[src/ssim_ram.sv]
`timescale 1ns / 1ps
module ssim_ram #(
  parameter int unsigned Width = 16,
  parameter int unsigned Depth = 256
) (
  input  logic                     clk_i,
  input  logic                     we_i,
  input  logic [$clog2(Depth)-1:0] waddr_i,
  input  logic [Width-1:0]         wdata_i,
  input  logic [$clog2(Depth)-1:0] raddr_i,
  output logic [Width-1:0]         rdata_o
);
  logic [Width-1:0] mem [Depth];

  always_ff @(posedge clk_i) begin
    if (we_i) begin
      mem[waddr_i] <= wdata_i;
    end
    rdata_o <= mem[raddr_i];
  end
endmodule

[config.mk]
export PLATFORM = sky130hd
export DESIGN_NAME = ssim_ram
export DESIGN_NICKNAME = d
export VERILOG_FILES = /design/src/ssim_ram.sv
export SDC_FILE = /design/constraint.sdc
export NUM_CORES = 2
export LEC_CHECK = 0
export BUFFER_PORTS_ARGS = -buffer_cell sky130_fd_sc_hd__buf_2
export CORE_MARGIN = 5
export CORE_UTILIZATION = 60
export DETAILED_ROUTE_END_ITERATION = 6
export GPL_ROUTABILITY_DRIVEN = 0
export PLACE_DENSITY_LB_ADDON = 0.12
export SLEW_MARGIN = 30
export SYNTH_ARGS = -nofsm -noshare
export SYNTH_HDL_FRONTEND = slang
export SYNTH_SLANG_ARGS = --single-unit
[constraint.sdc]
create_clock -name clk_i -period 3.45 [get_ports clk_i]
set_input_delay 0.1725 -clock clk_i [delete_from_list [all_inputs] [get_ports clk_i]]
set_output_delay 0.1725 -clock clk_i [all_outputs]
set_load 0.03 [all_outputs]
==> impl_metrics.py <==
metrics = {
    "die": {
        "floorplan.rows": 188,
        "dieArea_mm2": 0.275,
        "die_w_um": 524,
        "start_util": 0.604,
        "core_mm2": 0.263,
        "io-pin-count": 50,
        "dieHeight_um": 524,
    },
    "detailed_routing": {
        "post_drt_wl_per_cell_um": 34.6,
        "antenna_left": 0,
        "wl_met1_mm": 159,
        "dr.pass1.iters": 7,
        "routed_wl_mm": 412,
        "route.detailed.drc": 4,
        "drtIter0Drc": 11100,
        "wl_met3_mm": 46.0,
        "avgViaCountPerCell": 6.77,
        "dr_wl_met2_mm": 191,
        "highest_layer": "met5",
        "vias": 80600,
    },
    "worst_hold_path": {
        "holdCritPathClass": "in2reg",
        "worstHoldStart": "waddr_i[2]",
        "hold_path_depth": 4,
    },
    "run_status": {
        "status": "complete, but fails checks",
        "violations": "design-rule violations",
    },
    "pwr": {
        "pwr_density_cell_mw_per_mm2": 572,
        "ir_drop_mv": 0.535,
        "p_leak_uw": 0.0579,
    },
    "critical_path": {
        "path_cells": "mux4_2 > mux2_2 > a22oi_1 > nand2_1 > o32ai_1 > buf_4 > nor4_1",
        "cpPeakStageDelay_ps": 800,
        "start_kind": "register",
        "required_ps": 4240,
        "rr_worst_depth": 7,
        "critical_path_depth": 7,
        "worstSetupStartpoint": "mem[11][10]",
        "crit_buf_inv": 1,
        "critPathKind": "reg2reg",
        "r2r_start": "mem[11][10]",
        "crit_path_end_kind": "register",
        "cp_top_family": "compound AO/OA/AOI/OAI gates",
        "r2r_slack_ps": 470,
        "cpMaxStageDelayCell": "o32ai_1",
        "cp.arrival_ps": 3770,
        "cp_max_fo": 1,
    },
    "sta": {
        "setup_viol_count_final": 0,
        "holdWs_ps": 74.1,
        "hold_viol_final": 0,
        "max_freq_mhz": 336,
        "slew_headroom": 0.245,
        "layout_setup_ws_ps": 469,
        "min_period_ps": 2980,
        "finalSetupTns_ps": 0,
        "tightest_slew_ps": 1130,
        "finalMaxSlewViolations": 0,
        "period_share": 0.864,
        "finalClockSkew_ps": 35.4,
        "rsz0062_at_grt": "no",
    },
    "synthesis": {
        "synth_edf_count": 4096,
        "ys_warn_count": 0,
        "syn_area_mm2": 0.159,
        "ys_seq_elements": 4112,
        "seq_area_frac_synth": 0.777,
        "yosysUniqueCellTypes": 52,
        "synth_nets": 7394,
        "synthCells": 7360,
        "synth.avg_cell_area_um2": 21.6,
        "ys.flop_type": "edfxtp_1",
        "postSynth.asyncResetShare": 0,
    },
    "global_routing": {
        "overflow": 0,
        "grt_pass1_vias": 78900,
        "antenna_found_initial": 24,
        "track_usage": 0.301,
        "grt_pass1_wl_mm": 586,
        "grt_start_max_net_pins": 126,
    },
    "clocking": {
        "clockBufferDepth": 4,
        "numCtsBuffers": 402,
        "cts_tree": "yes",
        "clk_transition_reported_paths_ps": 60,
        "cts_sinks": 4112,
        "clk-insertion-delay-late_ps": 940,
        "cts_resized": 0,
        "post_cts_buffers": 0,
        "root_buffer": "clkbuf_16",
        "h-tree-depth": 5,
    },
    "placed_design": {
        "port_buffers": 49,
        "hpwl_mm": 251,
        "place_area_mm2": 0.167,
        "preCtsSetupSlack_ps": -131,
    },
    "finish": {
        "fin_area_mm2": 0.180,
        "final_nets": 8073,
        "drive_gt1_frac": 0.267,
        "area_growth_pct": 13.6,
        "layout_common_cells": "4096 x edfxtp_1, 797 x mux4_2, 565 x mux2i_1, 563 x buf_4, 408 x clkbuf_16",
        "layout_commonest_cell": "edfxtp_1",
    },
    "run": {
        "drv_cap": 0,
    },
}
-- stage by stage --
step	std cells	utilization	total power [µW]
after detailed placement	11100	0.637	61600
after global placement	11100	0.636	61500
final	11900	0.686	103000
after global routing	11900	0.686	106000
after CTS	11900	0.686	104000
after floorplan	7360	-	59000
-- per-layer routing --
layer / vias up / global-route usage
met2: 4742 / 0.457
met5: - / 0
met3: 654 / 0.0582
met1: 42500 / 0.452
li1: 32700 / -
met4: 14 / 0.0970
-- state kept, by name, indices dropped and copies added, names as in the netlist --
register,cells
rdata_o,16
mem,4096
-- what timing repair did --
action / CTS / global route
hold buffers: 18 / 0
setup endpoints to repair: 0 / 0
hold endpoints to repair: 1965 / 0
-- cells by family (layout without fill, tap and decap cells) --
logic type | count (synthesis) | in the layout | synth area share
flops | 4112 | 4112 | 0.777
mux | 1450 | 1450 | 0.155
compound gates | 786 | 786 | 0.0354
simple gates | 556 | 556 | 0.0157
buf+inv | 456 | 1472 | 0.0169
other cells | 0 | 7 | 0
-- cell usage after synthesis, types with 9 or more instances --
cell,instances,area (µm²)
buf_4,26,195
a211oi_1,18,135
nor2b_1,9,56.3
edfxtp_1,4096,123000
nand3_1,35,175
o32ai_1,20,175
a22oi_1,43,323
buf_8,11,165
clkbuf_1,230,863
o31ai_1,16,120
dfxtp_1,16,320
a22o_1,32,280
mux2_2,88,991
nor2_1,304,1140
nor3_1,92,460
o221ai_1,252,2210
mux2i_1,565,5660
mux4_2,797,17900
o22ai_1,148,926
nor4_1,17,106
o21ai_0,37,185
a21oi_1,175,876
nand4_1,26,163
buf_2,76,380
nand2_1,38,143
buf_1,27,101
a221oi_1,28,245
buf_6,77,867
and3_1,11,68.8
-- final timing paths --
kind	to
min	mem[174][5]
min reg2reg	rdata_o[1]
max reg2reg	rdata_o[10]
max	rdata_o[10]
-- final cells by class --
cell class              count  area, µm²
diodes                      7       17.5
clock buffers             487      10500
clock inverters           254       2240
fillers                 16300      82400
inverters                   4       27.5
multi-input cells        2792      32900
flip-flops and latches   4112     123000
well taps                3515       4400
repair buffers            727       6830
-- worst min-delay path, stage by stage --
cell,delay (ps)
buf_2,160
nand3_1,200
nor2_1,70
buf_4,220
-- report_power, final --
part	internal, µW	leakage (µW)	switching, µW
combinational	1950	0.0148	3530
sequential	55100	0.0369	69.7
clock	24000	0.00622	18500
total	81000	0.0579	22100
Note: power is estimated with default switching activity, not from simulation.
